[config.mk]
export PLATFORM = sky130hd
export DESIGN_NAME = ir_edge_pulse_space_recorder_top_flat
export DESIGN_NICKNAME = d
export VERILOG_FILES = /design/src/sv/epsr_pkg.sv /design/src/sv/epsr_ifs.sv /design/src/sv/epsr_gap.sv /design/src/sv/epsr_filter.sv /design/src/sv/ir_edge_pulse_space_recorder_top.sv /design/src/flat_wrapper.sv
export VERILOG_INCLUDE_DIRS = /design/src /design/src/sv
export SDC_FILE = /design/constraint.sdc
export NUM_CORES = 1
export LEC_CHECK = 0
export ABC_AREA = 1
export BUFFER_PORTS_ARGS = -buffer_cell sky130_fd_sc_hd__buf_2
export CORE_UTILIZATION = 37
export CTS_BUF_LIST = sky130_fd_sc_hd__clkbuf_8
export CTS_CLUSTER_DIAMETER = 60
export CTS_CLUSTER_SIZE = 12
export DETAILED_ROUTE_END_ITERATION = 10
export PLACE_DENSITY = 0.57
export SYNTH_ARGS = -nofsm -noshare
export SYNTH_HDL_FRONTEND = slang
export SYNTH_SLANG_ARGS = --single-unit
[constraint.sdc]
create_clock -name clock -period 8.85 [get_ports clock]
set_input_delay 0 -clock clock [delete_from_list [all_inputs] [get_ports clock]]
set_output_delay 0 -clock clock [all_outputs]
set_load 0.005 [all_outputs]
[src/sv/ir_edge_pulse_space_recorder_top_assert.svh]
// assertion macros for the edge pulse space recorder
`ifndef IR_EDGE_PULSE_SPACE_RECORDER_TOP_ASSERT_SVH
`define IR_EDGE_PULSE_SPACE_RECORDER_TOP_ASSERT_SVH
`ifndef SYNTHESIS
`define EPSR_ASSERT_SAME(lbl, clk, rst, ante, cons, msg) \
   lbl: assert property (@(posedge clk) disable iff (rst) (ante) |-> (cons)) else $error(msg);
`define EPSR_ASSERT_NEXT(lbl, clk, rst, ante, cons, msg) \
   lbl: assert property (@(posedge clk) disable iff (rst) (ante) |=> (cons)) else $error(msg);
`else
`define EPSR_ASSERT_SAME(lbl, clk, rst, ante, cons, msg)
`define EPSR_ASSERT_NEXT(lbl, clk, rst, ante, cons, msg)
`endif
`endif

[src/sv/epsr_pkg.sv]
`default_nettype none
package epsr_pkg;
   localparam int DURATION_BITS_DEF = 24;
   localparam int LIMIT_BITS = 24;
   localparam int GAP_BITS = 8;
   localparam int SEC_BITS = 32;
   localparam int USEC_BITS = 20;
   localparam int CSR_INDEX_BITS = 2;
   localparam int CSR_DATA_BITS = 24;
   localparam logic [USEC_BITS-1:0] USEC_PER_SEC = 20'd1000000;

   localparam logic [CSR_INDEX_BITS-1:0] CSR_ACTIVE_LOW = 2'd0;
   localparam logic [CSR_INDEX_BITS-1:0] CSR_PULSE_NOISE_LIMIT = 2'd1;
   localparam logic [CSR_INDEX_BITS-1:0] CSR_LONG_SPACE_LIMIT = 2'd2;
   localparam logic [CSR_INDEX_BITS-1:0] CSR_LONG_GAP_SECONDS = 2'd3;

   localparam logic [LIMIT_BITS-1:0] PULSE_NOISE_LIMIT_RST = 24'd250;
   localparam logic [LIMIT_BITS-1:0] LONG_SPACE_LIMIT_RST = 24'd20000;
   localparam logic [GAP_BITS-1:0] LONG_GAP_SECONDS_RST = 8'd15;

   localparam logic OP_EDGE = 1'b0;
   localparam logic OP_START = 1'b1;

   typedef struct packed {
      logic active_low;
      logic [LIMIT_BITS-1:0] pulse_noise_limit;
      logic [LIMIT_BITS-1:0] long_space_limit;
      logic [GAP_BITS-1:0] long_gap_seconds;
   } cfg_type;
endpackage
`default_nettype wire

[src/sv/epsr_ifs.sv]
`default_nettype none
interface epsr_req_if import epsr_pkg::*; ();
   logic valid;
   logic ready;
   logic op;
   logic level;
   logic [SEC_BITS-1:0] now_seconds;
   logic [USEC_BITS-1:0] now_microseconds;
   modport source (output valid, op, level, now_seconds, now_microseconds, input ready);
   modport sink (input valid, op, level, now_seconds, now_microseconds, output ready);
endinterface

interface epsr_rsp_if import epsr_pkg::*; #(
   parameter int DURATION_BITS = DURATION_BITS_DEF
) ();
   logic valid;
   logic ready;
   logic is_pulse;
   logic [DURATION_BITS-1:0] duration;
   logic last_of_run;
   modport source (output valid, is_pulse, duration, last_of_run, input ready);
   modport sink (input valid, is_pulse, duration, last_of_run, output ready);
endinterface

interface epsr_csr_if import epsr_pkg::*; ();
   logic valid;
   logic ready;
   logic [CSR_INDEX_BITS-1:0] index;
   logic [CSR_DATA_BITS-1:0] data;
   modport source (output valid, index, data, input ready);
   modport sink (input valid, index, data, output ready);
endinterface
`default_nettype wire

[src/sv/epsr_gap.sv]
`default_nettype none
module epsr_gap import epsr_pkg::*; #(
   parameter int DURATION_BITS = DURATION_BITS_DEF
) (
   input wire logic clock,
   input wire logic reset,
   epsr_req_if.sink req_if,
   input wire cfg_type cfg,
   output logic mark_valid,
   input wire logic mark_ready,
   output logic mark_pulse,
   output logic [DURATION_BITS-1:0] mark_dur
);
   localparam logic [31:0] FULL32 = 32'((64'd1 << DURATION_BITS) - 64'd1);
   localparam logic [DURATION_BITS-1:0] FULL = FULL32[DURATION_BITS-1:0];

   logic in_valid_ff;
   logic op_ff;
   logic level_ff;
   logic [SEC_BITS-1:0] sec_ff;
   logic [USEC_BITS-1:0] usec_ff;

   logic [SEC_BITS-1:0] prev_sec_ff;
   logic [USEC_BITS-1:0] prev_usec_ff;
   logic flipped_ff, flipped_in;

   logic mark_valid_ff;
   logic mark_pulse_ff, mark_pulse_in;
   logic [DURATION_BITS-1:0] mark_dur_ff, mark_dur_in;

   logic mark_free;
   logic step;
   logic [SEC_BITS-1:0] sec_diff;
   logic backwards;
   logic long_gap;
   logic sense;
   logic [31:0] pos;
   logic [31:0] diff;

   assign mark_free = !mark_valid_ff || mark_ready;
   assign step = in_valid_ff && (op_ff == OP_START || mark_free);
   assign req_if.ready = !in_valid_ff || step;

   // gap since the previous stamp
   always_comb begin
      sec_diff = sec_ff - prev_sec_ff;
      backwards = (sec_ff < prev_sec_ff) || (sec_ff == prev_sec_ff && usec_ff < prev_usec_ff);
      long_gap = sec_diff > 32'(cfg.long_gap_seconds);
      pos = 32'(sec_diff[GAP_BITS-1:0]) * 32'(USEC_PER_SEC) + 32'(usec_ff);
      diff = pos - 32'(prev_usec_ff);
      sense = cfg.active_low ^ flipped_ff;
      flipped_in = flipped_ff;
      if (backwards) begin
         mark_dur_in = FULL;
      end else if (long_gap) begin
         mark_dur_in = FULL;
         if (level_ff == sense) begin
            flipped_in = !flipped_ff;
            sense = !sense;
         end
      end else if (pos < 32'(prev_usec_ff)) begin
         mark_dur_in = '0;
      end else if (diff > FULL32) begin
         mark_dur_in = FULL;
      end else begin
         mark_dur_in = diff[DURATION_BITS-1:0];
      end
      mark_pulse_in = level_ff == sense;
   end

   always_ff @(posedge clock) begin
      if (reset) begin
         in_valid_ff <= 1'b0;
         mark_valid_ff <= 1'b0;
         prev_sec_ff <= '0;
         prev_usec_ff <= '0;
         flipped_ff <= 1'b0;
      end else begin
         if (req_if.valid && req_if.ready) begin
            in_valid_ff <= 1'b1;
         end else if (step) begin
            in_valid_ff <= 1'b0;
         end
         if (step) begin
            prev_sec_ff <= sec_ff;
            prev_usec_ff <= usec_ff;
            if (op_ff == OP_EDGE) begin
               flipped_ff <= flipped_in;
            end
         end
         if (step && op_ff == OP_EDGE) begin
            mark_valid_ff <= 1'b1;
         end else if (mark_ready) begin
            mark_valid_ff <= 1'b0;
         end
      end
   end

   // payload
   always_ff @(posedge clock) begin
      if (req_if.valid && req_if.ready) begin
         op_ff <= req_if.op;
         level_ff <= req_if.level;
         sec_ff <= req_if.now_seconds;
         usec_ff <= req_if.now_microseconds;
      end
      if (step && op_ff == OP_EDGE) begin
         mark_pulse_ff <= mark_pulse_in;
         mark_dur_ff <= mark_dur_in;
      end
   end

   assign mark_valid = mark_valid_ff;
   assign mark_pulse = mark_pulse_ff;
   assign mark_dur = mark_dur_ff;
endmodule
`default_nettype wire

[src/sv/epsr_filter.sv]
`default_nettype none
module epsr_filter import epsr_pkg::*; #(
   parameter int DURATION_BITS = DURATION_BITS_DEF
) (
   input wire logic clock,
   input wire logic reset,
   input wire cfg_type cfg,
   input wire logic mark_valid,
   output logic mark_ready,
   input wire logic mark_pulse,
   input wire logic [DURATION_BITS-1:0] mark_dur,
   epsr_rsp_if.source rsp_if
);
   localparam logic [31:0] FULL32 = 32'((64'd1 << DURATION_BITS) - 64'd1);
   localparam logic [DURATION_BITS-1:0] FULL = FULL32[DURATION_BITS-1:0];

   function automatic logic [DURATION_BITS-1:0] sat_add(
      input logic [DURATION_BITS-1:0] a,
      input logic [DURATION_BITS-1:0] b
   );
      logic [DURATION_BITS:0] s;
      s = {1'b0, a} + {1'b0, b};
      return s[DURATION_BITS] ? FULL : s[DURATION_BITS-1:0];
   endfunction

   logic held_ff, held_in;
   logic [DURATION_BITS-1:0] held_len_ff, held_len_in;
   logic [DURATION_BITS-1:0] merged_ff, merged_in;

   logic [1:0] count_ff, count_in;
   logic [1:0] index_ff;
   logic word_pulse_ff [0:2];
   logic [DURATION_BITS-1:0] word_dur_ff [0:2];
   logic word_pulse_in [0:2];
   logic [DURATION_BITS-1:0] word_dur_in [0:2];

   logic take;
   logic last;
   logic out_done;
   logic [DURATION_BITS-1:0] merged_sum;
   logic [DURATION_BITS-1:0] held_sum;
   logic release_held;
   logic long_space;

   assign last = index_ff == 2'(count_ff - 2'd1);
   assign out_done = rsp_if.valid && rsp_if.ready && last;
   assign mark_ready = (count_ff == 2'd0) || out_done;
   assign take = mark_valid && mark_ready;

   always_comb begin
      merged_sum = sat_add(merged_ff, mark_dur);
      held_sum = sat_add(sat_add(held_len_ff, merged_ff), mark_dur);
      release_held = 32'(merged_sum) > 32'(cfg.pulse_noise_limit);
      long_space = 32'(mark_dur) > 32'(cfg.long_space_limit);
      held_in = held_ff;
      held_len_in = held_len_ff;
      merged_in = merged_ff;
      count_in = 2'd0;
      for (int i = 0; i < 3; i++) begin
         word_pulse_in[i] = 1'b0;
         word_dur_in[i] = mark_dur;
      end
      if (held_ff && mark_pulse) begin
         merged_in = merged_sum;
         if (release_held) begin
            word_dur_in[0] = held_len_ff;
            word_pulse_in[1] = 1'b1;
            word_dur_in[1] = merged_sum;
            count_in = 2'd2;
            held_in = 1'b0;
            merged_in = '0;
         end
      end else if (!mark_pulse) begin
         if (!held_ff) begin
            if (long_space) begin
               held_len_in = mark_dur;
               held_in = 1'b1;
            end else begin
               count_in = 2'd1;
            end
         end else if (long_space) begin
            held_len_in = held_sum;
            merged_in = '0;
         end else begin
            // release the held space and pulse, then the short space
            word_dur_in[0] = held_len_ff;
            word_pulse_in[1] = 1'b1;
            word_dur_in[1] = merged_ff;
            word_dur_in[2] = mark_dur;
            count_in = 2'd3;
            held_in = 1'b0;
            merged_in = '0;
         end
      end else begin
         word_pulse_in[0] = 1'b1;
         count_in = 2'd1;
      end
   end

   always_ff @(posedge clock) begin
      if (reset) begin
         held_ff <= 1'b0;
         held_len_ff <= '0;
         merged_ff <= '0;
         count_ff <= 2'd0;
         index_ff <= 2'd0;
      end else begin
         if (take) begin
            held_ff <= held_in;
            held_len_ff <= held_len_in;
            merged_ff <= merged_in;
            count_ff <= count_in;
            index_ff <= 2'd0;
         end else if (out_done) begin
            count_ff <= 2'd0;
            index_ff <= 2'd0;
         end else if (rsp_if.valid && rsp_if.ready) begin
            index_ff <= index_ff + 2'd1;
         end
      end
   end

   always_ff @(posedge clock) begin
      if (take) begin
         for (int i = 0; i < 3; i++) begin
            word_pulse_ff[i] <= word_pulse_in[i];
            word_dur_ff[i] <= word_dur_in[i];
         end
      end
   end

   assign rsp_if.valid = count_ff != 2'd0;
   assign rsp_if.is_pulse = word_pulse_ff[index_ff];
   assign rsp_if.duration = word_dur_ff[index_ff];
   assign rsp_if.last_of_run = last;
endmodule
`default_nettype wire

[src/sv/ir_edge_pulse_space_recorder_top.sv]
// ir edge pulse/space recorder
// req_if takes one receiver edge request: op, pin level and a time stamp in
// seconds and microseconds. a start request only records the stamp.
// rsp_if gives zero to three words per edge request: pulse or space mark,
// duration in microseconds saturated at full scale, and last_of_run on the
// final word of that request.
// csr_if writes one register per request and is always ready; write it only
// while the block is idle.
// the gap stage registers the request and turns it into a registered mark;
// the filter stage loads that mark into a three-word buffer, from which the
// first word is driven on rsp_if.
// throughput is one request per cycle for requests giving at most one word
// while rsp_if is ready; a request giving more words keeps the next mark out
// of the buffer until it drains, one word per cycle while rsp_if is ready.
// a stalled rsp_if holds the current word; a further edge request can still
// fill the mark register and another the gap stage input register, and any
// start requests among them are taken too, before req_if.ready drops.
// reset clears the stamp, sense, filter state and buffer count and loads the
// register defaults; nothing is pending after reset.
`default_nettype none
`include "ir_edge_pulse_space_recorder_top_assert.svh"
module ir_edge_pulse_space_recorder_top import epsr_pkg::*; #(
   parameter int DURATION_BITS = DURATION_BITS_DEF
) (
   input wire logic clock,
   input wire logic reset,
   epsr_req_if.sink req_if,
   epsr_rsp_if.source rsp_if,
   epsr_csr_if.sink csr_if
);
   cfg_type cfg_ff;
   logic mark_valid;
   logic mark_ready;
   logic mark_pulse;
   logic [DURATION_BITS-1:0] mark_dur;

   assign csr_if.ready = 1'b1;

   always_ff @(posedge clock) begin
      if (reset) begin
         cfg_ff.active_low <= 1'b0;
         cfg_ff.pulse_noise_limit <= PULSE_NOISE_LIMIT_RST;
         cfg_ff.long_space_limit <= LONG_SPACE_LIMIT_RST;
         cfg_ff.long_gap_seconds <= LONG_GAP_SECONDS_RST;
      end else if (csr_if.valid && csr_if.ready) begin
         case (csr_if.index)
            CSR_ACTIVE_LOW: begin
               cfg_ff.active_low <= csr_if.data[0];
            end
            CSR_PULSE_NOISE_LIMIT: begin
               cfg_ff.pulse_noise_limit <= csr_if.data[LIMIT_BITS-1:0];
            end
            CSR_LONG_SPACE_LIMIT: begin
               cfg_ff.long_space_limit <= csr_if.data[LIMIT_BITS-1:0];
            end
            CSR_LONG_GAP_SECONDS: begin
               cfg_ff.long_gap_seconds <= csr_if.data[GAP_BITS-1:0];
            end
            default: begin
               cfg_ff <= cfg_ff;
            end
         endcase
      end
   end

   epsr_gap #(
      .DURATION_BITS(DURATION_BITS)
   ) u_gap (
      .clock(clock),
      .reset(reset),
      .req_if(req_if),
      .cfg(cfg_ff),
      .mark_valid(mark_valid),
      .mark_ready(mark_ready),
      .mark_pulse(mark_pulse),
      .mark_dur(mark_dur)
   );

   epsr_filter #(
      .DURATION_BITS(DURATION_BITS)
   ) u_filter (
      .clock(clock),
      .reset(reset),
      .cfg(cfg_ff),
      .mark_valid(mark_valid),
      .mark_ready(mark_ready),
      .mark_pulse(mark_pulse),
      .mark_dur(mark_dur),
      .rsp_if(rsp_if)
   );

   // words of one run follow without a gap in valid
   `EPSR_ASSERT_NEXT(a_run_continues, clock, reset, rsp_if.valid && rsp_if.ready && !rsp_if.last_of_run, rsp_if.valid, "run ended before its last word")
   // a new mark is only loaded once the previous run is finished
   `EPSR_ASSERT_SAME(a_load_after_run, clock, reset, mark_valid && mark_ready, !rsp_if.valid || (rsp_if.ready && rsp_if.last_of_run), "mark loaded over a pending run")
endmodule
`default_nettype wire

[src/flat_wrapper.sv]
// flat-port wrapper written by rule: the top's interface ports become plain ports
module ir_edge_pulse_space_recorder_top_flat import epsr_pkg::*;
#(
   parameter int DURATION_BITS = DURATION_BITS_DEF
)
  (clock, reset, req_if_valid, req_if_op, req_if_level, req_if_now_seconds, req_if_now_microseconds, req_if_ready, rsp_if_valid, rsp_if_is_pulse, rsp_if_duration, rsp_if_last_of_run, rsp_if_ready, csr_if_valid, csr_if_index, csr_if_data, csr_if_ready);
  epsr_req_if req_if_i ();
  epsr_rsp_if #(.DURATION_BITS(DURATION_BITS)) rsp_if_i ();
  epsr_csr_if csr_if_i ();
  input wire logic clock;
  input wire logic reset;
  input wire logic [$bits(req_if_i.valid)-1:0] req_if_valid;
  input wire logic [$bits(req_if_i.op)-1:0] req_if_op;
  input wire logic [$bits(req_if_i.level)-1:0] req_if_level;
  input wire logic [$bits(req_if_i.now_seconds)-1:0] req_if_now_seconds;
  input wire logic [$bits(req_if_i.now_microseconds)-1:0] req_if_now_microseconds;
  output wire logic [$bits(req_if_i.ready)-1:0] req_if_ready;
  output wire logic [$bits(rsp_if_i.valid)-1:0] rsp_if_valid;
  output wire logic [$bits(rsp_if_i.is_pulse)-1:0] rsp_if_is_pulse;
  output wire logic [$bits(rsp_if_i.duration)-1:0] rsp_if_duration;
  output wire logic [$bits(rsp_if_i.last_of_run)-1:0] rsp_if_last_of_run;
  input wire logic [$bits(rsp_if_i.ready)-1:0] rsp_if_ready;
  input wire logic [$bits(csr_if_i.valid)-1:0] csr_if_valid;
  input wire logic [$bits(csr_if_i.index)-1:0] csr_if_index;
  input wire logic [$bits(csr_if_i.data)-1:0] csr_if_data;
  output wire logic [$bits(csr_if_i.ready)-1:0] csr_if_ready;
  assign req_if_i.valid = req_if_valid;
  assign req_if_i.op = req_if_op;
  assign req_if_i.level = req_if_level;
  assign req_if_i.now_seconds = req_if_now_seconds;
  assign req_if_i.now_microseconds = req_if_now_microseconds;
  assign req_if_ready = req_if_i.ready;
  assign rsp_if_valid = rsp_if_i.valid;
  assign rsp_if_is_pulse = rsp_if_i.is_pulse;
  assign rsp_if_duration = rsp_if_i.duration;
  assign rsp_if_last_of_run = rsp_if_i.last_of_run;
  assign rsp_if_i.ready = rsp_if_ready;
  assign csr_if_i.valid = csr_if_valid;
  assign csr_if_i.index = csr_if_index;
  assign csr_if_i.data = csr_if_data;
  assign csr_if_ready = csr_if_i.ready;
  ir_edge_pulse_space_recorder_top #(.DURATION_BITS(DURATION_BITS)) u_core (.clock(clock), .reset(reset), .req_if(req_if_i), .rsp_if(rsp_if_i), .csr_if(csr_if_i));
endmodule
Yosys cells after proc, flatten, opt, wreduce, memory -nomap -nowiden
Memories as Yosys holds them, arrays and structs flattened. A register that Yosys moved wholly into a read port is not among the register bits.
Index checks and enable logic that the tools add are counted.
{"block": "word_totals", "register_bits": 244, "mem_bits_rw": 75, "inputBits": 85, "elab_cells": 136, "n_memories": 2}
{"name": "u_core.u_filter.word_dur_ff", "depth": 3, "width": 24, "rd": 1, "rd_clocked_by_memory_dff": 1, "wr": 3, "line": "epsr_filter.sv:33", "rtl": "logic [DURATION_BITS-1:0] word_dur_ff [0:2];"}
{"name": "u_core.u_filter.word_pulse_ff", "depth": 3, "width": 1, "rd": 1, "rd_clocked_by_memory_dff": 1, "wr": 3, "line": "epsr_filter.sv:32", "rtl": "logic word_pulse_ff [0:2];"}
{"block": "classes", "add_sub_neg": 8, "n_mul": 1, "n_lt_le_gt_ge": 7, "n_eq_ne": 9, "muxes": 50, "n_bitwise": 5, "reduce_logical": 34}
{"op": "24-bit two-way mux", "count": 13}
{"op": "72-bit two-way mux", "count": 3}
{"op": "48-bit two-way mux", "count": 2}
{"op": "24-bit by 24-bit adder with 25-bit output", "count": 3}
{"op": "24-bit greater-than comparator", "count": 2}
{"op": "32-bit == test", "count": 1}
{"op": "32-bit by 24-bit greater-than comparator with 1-bit output (second input constant)", "count": 1}
{"op": "32-bit by 8-bit greater-than comparator with 1-bit output", "count": 1}
{"op": "32-bit less-than comparator", "count": 1}
{"op": "32-bit subtractor", "count": 1}
{"op": "29-bit by 20-bit subtractor with 30-bit output", "count": 1}
{"op": "28-bit by 20-bit adder with 29-bit output", "count": 1}
{"op": "29-bit by 20-bit less-than comparator with 1-bit output", "count": 1}
{"op": "8-bit by 14-bit multiplier with 22-bit output (second input constant)", "count": 1}
{"op": "2-bit two-way mux", "count": 11}
{"op": "1-bit two-way mux", "count": 21}
{"op": "20-bit less-than comparator", "count": 1}
{"op": "2-bit nonzero test", "count": 5}
{"op": "1-bit logical AND", "count": 8}
{"op": "2-bit AND reduction", "count": 4}
{"op": "3-bit AND reduction", "count": 2}
{"op": "1-bit logical OR", "count": 5}
{"op": "5-bit AND reduction", "count": 1}
{"op": "2-bit == test (second input constant)", "count": 2}
{"op": "13 further kinds", "count": 22}

Logic depth before layout (Yosys ltp)
Gate-level depths: netlist of run 1.
{"block": "logic_depth", "depth_word": 10, "mapped_depth": 46, "mapped_depth_nobuf": 45}

By module
From an unflattened synthesis of run 1, not the netlist that was laid out.
{"block": "unflattened", "hier_cells": 3910, "hier_area_um2": 26764.4}
{"mod": "epsr_filter", "n_inst": 1, "cells_per_inst": 1997, "area_each_um2": 12622.1}
{"mod": "epsr_gap", "n_inst": 1, "cells_per_inst": 1571, "area_each_um2": 11855.1}
{"mod": "ir_edge_pulse_space_recorder_top", "n_inst": 1, "cells_per_inst": 342, "area_each_um2": 2287.2}

Worst setup path after synthesis of run 1
Ideal clock, no wire load.
{"block": "synth_timing", "path_type": "register to register", "startpoint": "register u_core.u_gap.sec_ff[6]", "endpoint": "register u_core.u_gap.mark_dur_ff[20], in the netlist u_core.u_gap.mark_dur[20], data pin", "setup_time_ns": 0.256, "arrival_time_ns": 6.456, "t_required_ns": 8.594, "slack_ns": 2.138, "stages_incl_launch_ff": 42, "n_path_buf": 2, "period_less_slack_ns": 6.712, "path_cell_list": "edfxtp_1 ha_1 buf_2 nand2_1 o21ai_1 a21oi_1 xnor2_1 ha_1 inv_1 xor2_1 inv_1 ha_1 o21bai_1 ha_1 ha_1 nand2_1 inv_2 nand3_1 (+6 left out) nand4_1 o21ai_0 xor2_1 ha_1 nand2_1 nor2_1 nand2_1 o311ai_0 inv_1 nand3_2 nor2_2 nand2_1 nand3_2 nor2_4 buf_4 nand3_1 nand2_1 nand2_1"}
{"block": "synth_between", "elab_chain_cells": 7, "elab_cells_between_ends": 14}
{"item": "from (decl)", "line": "epsr_gap.sv:20", "rtl": "logic [SEC_BITS-1:0] sec_ff;"}
{"item": "from (signal assigned)", "line": "epsr_gap.sv:104", "rtl": "sec_ff <= req_if.now_seconds;"}
{"item": "32-bit subtractor", "line": "epsr_gap.sv:46", "rtl": "sec_diff = sec_ff - prev_sec_ff;"}
{"item": "8-bit by 14-bit multiplier with 22-bit output", "line": "epsr_gap.sv:49", "rtl": "pos = 32'(sec_diff[GAP_BITS-1:0]) * 32'(USEC_PER_SEC) + 32'(usec_ff);"}
{"item": "28-bit by 20-bit adder with 29-bit output", "line": "epsr_gap.sv:49"}
{"item": "29-bit by 20-bit subtractor with 30-bit output", "line": "epsr_gap.sv:50", "rtl": "diff = pos - 32'(prev_usec_ff);"}
{"item": "32-bit by 24-bit greater-than comparator with 1-bit output", "line": "epsr_gap.sv:63", "rtl": "end else if (diff > FULL32) begin"}
{"item": "24-bit two-way mux", "line": "epsr_gap.sv:63"}
{"item": "24-bit two-way mux", "line": "epsr_gap.sv:61", "rtl": "end else if (pos < 32'(prev_usec_ff)) begin"}
{"item": "to (signal assigned)", "line": "epsr_gap.sv:109", "rtl": "mark_dur_ff <= mark_dur_in;"}
{"item": "to (decl)", "line": "epsr_gap.sv:29", "rtl": "logic [DURATION_BITS-1:0] mark_dur_ff, mark_dur_in;"}
Several ways; a longest one is shown, not always the timed one.
A chain may end at the register's enable or synchronous reset.

Worst setup path after layout of run 1
{"block": "layout_timing", "startpoint": "register u_core.u_gap.sec_ff[6]", "endpoint": "register u_core.u_gap.mark_dur_ff[2], in the netlist u_core.u_gap.mark_dur[2], data pin"}
Same word-level chain as after synthesis.

==> results.txt, run 1 <==
status -> completed
Placed Area -> 0.0259 mm²
most common cell after layout, fill and taps aside -> nand2_1
gr usage total -> 0.215
Mapped Nets -> 3671
final total power -> 9.81 mW
Worst EP arrival -> 8.42 ns
initial antenna violation count -> 2
cts bufs inserted -> 39
via/cell ratio -> 5.13
Min-Delay Path Class -> in2reg
Synth Register Bits -> 320
worst slack, placed -> 0.836 ns
Clock Skew -> 0.0441 ns
Final Cell Area -> 0.0277 mm²
CTS tree -> done
peak supply drop -> 0.477 mV
final net count -> 3857
peak fanout along the critical path -> 24
cell repeated most along the worst path -> nand2_1
Syn-to-layout area delta -> 13.4%
Placer Congestion -> 0.962
layout cells sized above 1 -> 0.0762
DP Wirelength -> 56.3 mm
remaining global-route overflow -> 0
largest stage delay on the critical path -> 0.76 ns
Post-synth EDFFs -> 153
Final min period -> 8.05 ns
ys async rst share -> 0
Post-Syn Area per Cell -> 7.40 µm²
Synth Warn # -> 0
io pins -> 114
Worst R2R Path Depth -> 37
setup ws final -> 0.802 ns
Via Count -> 22400
Routed Antenna Nets -> 0
Clk pin slew, worst setup/hold paths -> 0.08 ns
max-cap violations -> 0
initial core utilization -> 0.377
I/O Buffers -> 112
CTS Hold Bufs -> 105
most frequent cells in the layout -> nand2_1 (697), inv_1 (466), a21oi_1 (387), o21ai_0 (288), ha_1 (263)
Post-CTS Setup Inserts -> 0
Slew @ Worst Pin -> 1.12 ns
drt pass-1 iters -> 6
RSZ-0062 raised after global routing -> no
non-filler cells, final -> 4374
Slew HR -> 0.250
Critical Path Sink Type -> register
WL final -> 72.6 mm
power density cells -> 354 mW/mm²
Crit Path Category -> reg2reg
Rows -> 93
Slowest cell on crit path -> xnor2_1
clk sink count -> 320
Fmax -> 0.124 GHz
setup violators final -> 0
final core occ -> 0.427
top_reg_cell synth -> dfxtp_1
Die W -> 259 µm
hold violation total from the final report -> 0
Residual DRC -> 0
Clk Latency, worst-skew pair -> 0.65 ns
max-slew violations -> 0
sequential share of the synthesized area -> 0.325
CTS-repair resized insts -> 0
Hold WS -> 0.0725 ns
die area -> 0.0671 mm²
setup TNS -> 0 ns
FILL cells -> 6700
htree depth -> 2
Mapped Area -> 0.0244 mm²
post-synth cell types -> 64
Final period util -> 0.909
cell count after synthesis -> 3301
worst hold stages -> 2
Root Buffer -> clkbuf_8
WP data required -> 9.22 ns
Die Y -> 259 µm
routed len/inst -> 16.6 µm
Core Area -> 0.0648 mm²
first-pass GRT wire length -> 115 mm
largest net degree at the start of global routing -> 103
1st-iter DRT viols -> 1462
number of global-route vias before repair -> 21200
Lkg Pwr -> 12.4 nW
Max Root-Sink Buffers -> 3
Placed Instances -> 4196
Critical Path Start Type -> register
[flip-flops by register name (all words and copies together) (netlist names), 2 cells and up, named ones only]
name,flops
u_core.u_gap.usec_ff,20
u_core.u_filter.word_pulse_ff,2
u_core.u_filter.word_dur_ff,72
u_core.u_filter.index_ff,2
u_core.u_filter.held_len_ff,24
u_core.u_filter.merged_ff,24
u_core.u_gap.mark_dur,24
u_core.cfg_ff,57
u_core.u_gap.sec_ff,32
u_core.u_filter.count_ff,2
u_core.u_gap.prev_usec_ff,20
u_core.u_gap.prev_sec_ff,32
[cells in the mapped netlist, drive strengths merged (33+ instances only)]
master	number	area share
inv	467	0.072
nor2	199	0.032
xnor2	42	0.016
nand4	36	0.0095
edfxtp	153	0.19
xor2	54	0.020
ha	263	0.13
clkbuf	80	0.012
nand2	710	0.11
dfxtp	167	0.14
nand3	181	0.039
a21oi	390	0.080
o211ai	33	0.010
o221ai	40	0.014
o21ai	296	0.061
[final timing paths]
kind                              startpoint  slack, ns                       end
setup / recovery      u_core.u_gap.sec_ff[6]       0.80  u_core.u_gap.mark_dur[2]
hold / removal    req_if_now_microseconds[2]       0.07   u_core.u_gap.usec_ff[2]
setup reg to reg      u_core.u_gap.sec_ff[6]       0.80  u_core.u_gap.mark_dur[2]
hold reg to reg            u_core.cfg_ff[15]       0.46         u_core.cfg_ff[15]
[critical path: cells and delay by family (launching register included)]
family | cells | cell delay [ns]
AO/OA/AOI/OAI | 4 | 1.23
XOR/XNOR | 3 | 1.03
adder cells (fa/ha/maj) | 7 | 2.59
buffers and inverters | 4 | 0.30
flip-flops | 1 | 0.40
AND/OR/NAND/NOR | 19 | 2.27
[cells by family after synthesis]
| family | count (synthesis) | share of synthesized area |
|---|---|---|
| AND/OR/NAND/NOR | 1194 | 0.208 |
| AO/OA/AOI/OAI | 840 | 0.190 |
| buffers and inverters | 565 | 0.0888 |
| flip-flops | 320 | 0.325 |
| adder cells (fa/ha/maj) | 285 | 0.153 |
| XOR/XNOR | 96 | 0.0355 |
| other | 1 | 0.000153 |
[layout make-up]
cell class / instances / area, µm² / area share
diodes: 1 / 2.50 / 0.0000903
clock buffers: 41 / 564 / 0.0204
clock inverters: 31 / 210 / 0.00759
inverters: 469 / 1760 / 0.0636
multi-input cells: 2416 / 14400 / 0.519
flip-flops and latches: 320 / 7940 / 0.287
well taps: 855 / 1070 / 0.0386
repair buffers: 241 / 1790 / 0.0647
[layer usage]
layer	GRT usage	part of all wire	vias to the layer above
li1	-	-	11600
met1	0.284	0.47	10200
met2	0.371	0.47	500
met3	0.0198	0.039	104
met4	0.0636	0.024	0
met5	0	0	-
[report_power, final]
part / internal (mW) / switching [mW] / total, mW
registers: 1.60 / 0.0234 / 1.62
logic: 2.48 / 4.61 / 7.09
clock network: 0.480 / 0.616 / 1.10
total: 4.56 / 5.24 / 9.81
(Power assumes the default switching activity.)
==> run 2, diff against run 1 <==
--- a/config.mk
+++ b/config.mk
@@ -8,12 +8,12 @@
 export LEC_CHECK = 0
 export ABC_AREA = 1
 export BUFFER_PORTS_ARGS = -buffer_cell sky130_fd_sc_hd__buf_2
-export CORE_UTILIZATION = 37
+export CORE_UTILIZATION = 65
 export CTS_BUF_LIST = sky130_fd_sc_hd__clkbuf_8
 export CTS_CLUSTER_DIAMETER = 60
 export CTS_CLUSTER_SIZE = 12
 export DETAILED_ROUTE_END_ITERATION = 10
-export PLACE_DENSITY = 0.57
+export PLACE_DENSITY = 0.88
 export SYNTH_ARGS = -nofsm -noshare
 export SYNTH_HDL_FRONTEND = slang
 export SYNTH_SLANG_ARGS = --single-unit
==> run 2 against run 1 <==
  * Cell count down 9.1%
  * Sequential share of layout area up 0.61 points
  * Critical endpoint is now u_core.u_gap.mark_dur[7]
  * Global-route usage up 20 points
  * Clock skew up 0.0050 ns
  * Via count up 9.3%
  * Core utilization up 31 points
  * Largest cell class unchanged
  * First-iteration DRC count up 67%
==> results.txt, run 2 (synthesis gave the netlist of run 1 again) <==
Max Root-Sink Buffers -> 3 (unchanged)
1st-iter DRT viols -> 2447 (was 1462)
DP Wirelength -> 56.2 mm (was 56.3 mm)
setup violators final -> 0 (unchanged)
Core Area -> 0.0368 mm² (was 0.0648 mm²)
Via Count -> 24500 (was 22400)
Final min period -> 7.71 ns (was 8.05 ns)
final net count -> 3848 (was 3857)
CTS tree -> done (unchanged)
largest stage delay on the critical path -> 0.54 ns (was 0.76 ns)
max-slew violations -> 0 (unchanged)
Worst EP arrival -> 8.08 ns (was 8.42 ns)
Residual DRC -> 0 (unchanged)
setup ws final -> 1.14 ns (was 0.802 ns)
WP data required -> 9.22 ns (about the same)
clk sink count -> 320 (unchanged)
most frequent cells in the layout -> nand2_1 (696), inv_1 (471), a21oi_1 (387), o21ai_0 (288), ha_1 (263) (was nand2_1 (697), inv_1 (466), a21oi_1 (387), o21ai_0 (288), ha_1 (263))
peak supply drop -> 0.781 mV (was 0.477 mV)
Clk Latency, worst-skew pair -> 0.65 ns (about the same)
hold violation total from the final report -> 0 (unchanged)
cts bufs inserted -> 36 (was 39)
max reg flops -> 72 (unchanged)
largest net degree at the start of global routing -> 121 (was 103)
GRT busiest layer -> met2 (unchanged)
io pins -> 114 (unchanged)
WL final -> 80.1 mm (was 72.6 mm)
gr usage total -> 0.417 (was 0.215)
first-pass GRT wire length -> 125 mm (was 115 mm)
Rows -> 70 (was 93)
most common cell after layout, fill and taps aside -> nand2_1 (unchanged)
I/O Buffers -> 112 (unchanged)
Slew @ Worst Pin -> 1.20 ns (was 1.12 ns)
Crit Path Category -> reg2reg (unchanged)
met2 Usage GRT -> 0.713 (was 0.371)
initial core utilization -> 0.664 (was 0.377)
peak fanout along the critical path -> 24 (unchanged)
Min-Delay Path Class -> in2reg (unchanged)
cell repeated most along the worst path -> nand2_1 (unchanged)
Critical Path Sink Type -> register (unchanged)
CTS-repair resized insts -> 0 (unchanged)
leading registers by flop count -> u_core.u_filter.word_dur_ff x72, u_core.cfg_ff x57 (unchanged)
worst hold stages -> 2 (unchanged)
status -> completed (unchanged)
area occupied by registers -> 0.00794 mm² (unchanged)
RSZ-0062 raised after global routing -> no (unchanged)
Die Y -> 196 µm (was 259 µm)
Root Buffer -> clkbuf_8 (unchanged)
Critical Path Start Type -> register (unchanged)
Placer Congestion -> 1.04 (was 0.962)
max-cap violations -> 0 (unchanged)
setup TNS -> 0 ns (unchanged)
layout cells sized above 1 -> 0.0733 (was 0.0762)
Clock Skew -> 0.0491 ns (was 0.0441 ns)
worst slack, placed -> 1.24 ns (was 0.836 ns)
Routed Antenna Nets -> 0 (unchanged)
power density cells -> 367 mW/mm² (was 354 mW/mm²)
number of global-route vias before repair -> 23900 (was 21200)
Slew HR -> 0.201 (was 0.250)
remaining global-route overflow -> 0 (unchanged)
Final period util -> 0.872 (was 0.909)
Largest Register -> u_core.u_filter.word_dur_ff (unchanged)
met1 usage -> 0.464 (was 0.284)
Slowest cell on crit path -> o311ai_0 (was xnor2_1)
Fmax -> 0.130 GHz (was 0.124 GHz)
Lkg Pwr -> 12.4 nW (about the same)
Worst R2R Path Depth -> 40 (was 37)
htree depth -> 2 (unchanged)
grt met3 use -> 0.0873 (was 0.0198)
die area -> 0.0384 mm² (was 0.0671 mm²)
Clk pin slew, worst setup/hold paths -> 0.10 ns (was 0.08 ns)
area of the multi-input gates -> 0.0144 mm² (about the same)
routed len/inst -> 20.2 µm (was 16.6 µm)
drt pass-1 iters -> 8 (was 6)
final core occ -> 0.737 (was 0.427)
initial antenna violation count -> 7 (was 2)
Die W -> 196 µm (was 259 µm)
via/cell ratio -> 6.17 (was 5.13)
Post-CTS Setup Inserts -> 0 (unchanged)
FILL cells -> 2759 (was 6700)
Syn-to-layout area delta -> 11.0% (was 13.4%)
==> run 2: cell types whose count changed in the layout (fill, tap and decap cells not counted), sizes merged <==
cell and change:
buf -2, bufinv +3, clkbuf -4, clkinv -10
diode +1, dlygate4sd3 -4, inv +3
==> run 2: critical path, delay by kind of cell, from the launching register on <==
kind                       cells  cell delay [ns]
AOI/OAI and AO/OA              4             1.26
xor gates and xnor gates       4             0.67
adders and majority gates      8             2.44
buffers and inverters          6             0.61
DFF                            1             0.34
and+or+nand+nor               18             2.12
==> run 2: what timing repair did <==
item / CTS / global route
endpoints found under the hold margin: 138 / 0
hold buffers: 101 / 0
setup endpoints to repair: 0 / 0
==> run 2: area by class of cell <==
type                            count  area share
Multi-Input combinational cell   2416       0.529
Antenna cell                        2    0.000185
Inverter                          469      0.0649
Clock inverter                     27     0.00867
Tap cell                          468      0.0216
Timing Repair Buffer              235      0.0640
Clock buffer                       37      0.0188
Sequential cell                   320       0.293
==> run 2: path summary, 6_finish.rpt <==
check	from	endpoint	slack, ns
worst max register to register	u_core.u_gap.sec_ff[0]	u_core.u_gap.mark_dur[7]	1.14
worst min-delay path	req_if_now_seconds[30]	u_core.u_gap.sec_ff[30]	0.07
worst max-delay path	u_core.u_gap.sec_ff[0]	u_core.u_gap.mark_dur[7]	1.14
worst min register to register	u_core.u_gap.prev_sec_ff[22]	u_core.u_gap.prev_sec_ff[22]	0.46
==> run 2: metal layers <==
metal  up-vias  part of all wire  routed length (µm)
met4        10             0.076                6100
met1     11100              0.37               29600
met2      1386              0.47               37500
met3       419             0.086                6890
li1      11500                 -                   -
met5         -           0.00082                  66
==> run 2: through the flow <==
stage               total power, mW  area (µm²)  hold slack, ns  cells
finish                         9.97       27100          0.0679   3974
global route                   10.9       27100          0.0774   3974
CTS                            9.79       27100          0.0461   3972
detailed placement             8.67       25400           0.178   3807
global placement               8.56       25400           0.176   3807
floorplan                      7.30       24400          0.0989   3301
==> run 2: power breakdown <==
group	switching, mW	internal, mW	total, mW
combinational	4.74	2.49	7.23
sequential	0.0283	1.60	1.63
clock	0.595	0.515	1.11
total	5.36	4.61	9.97
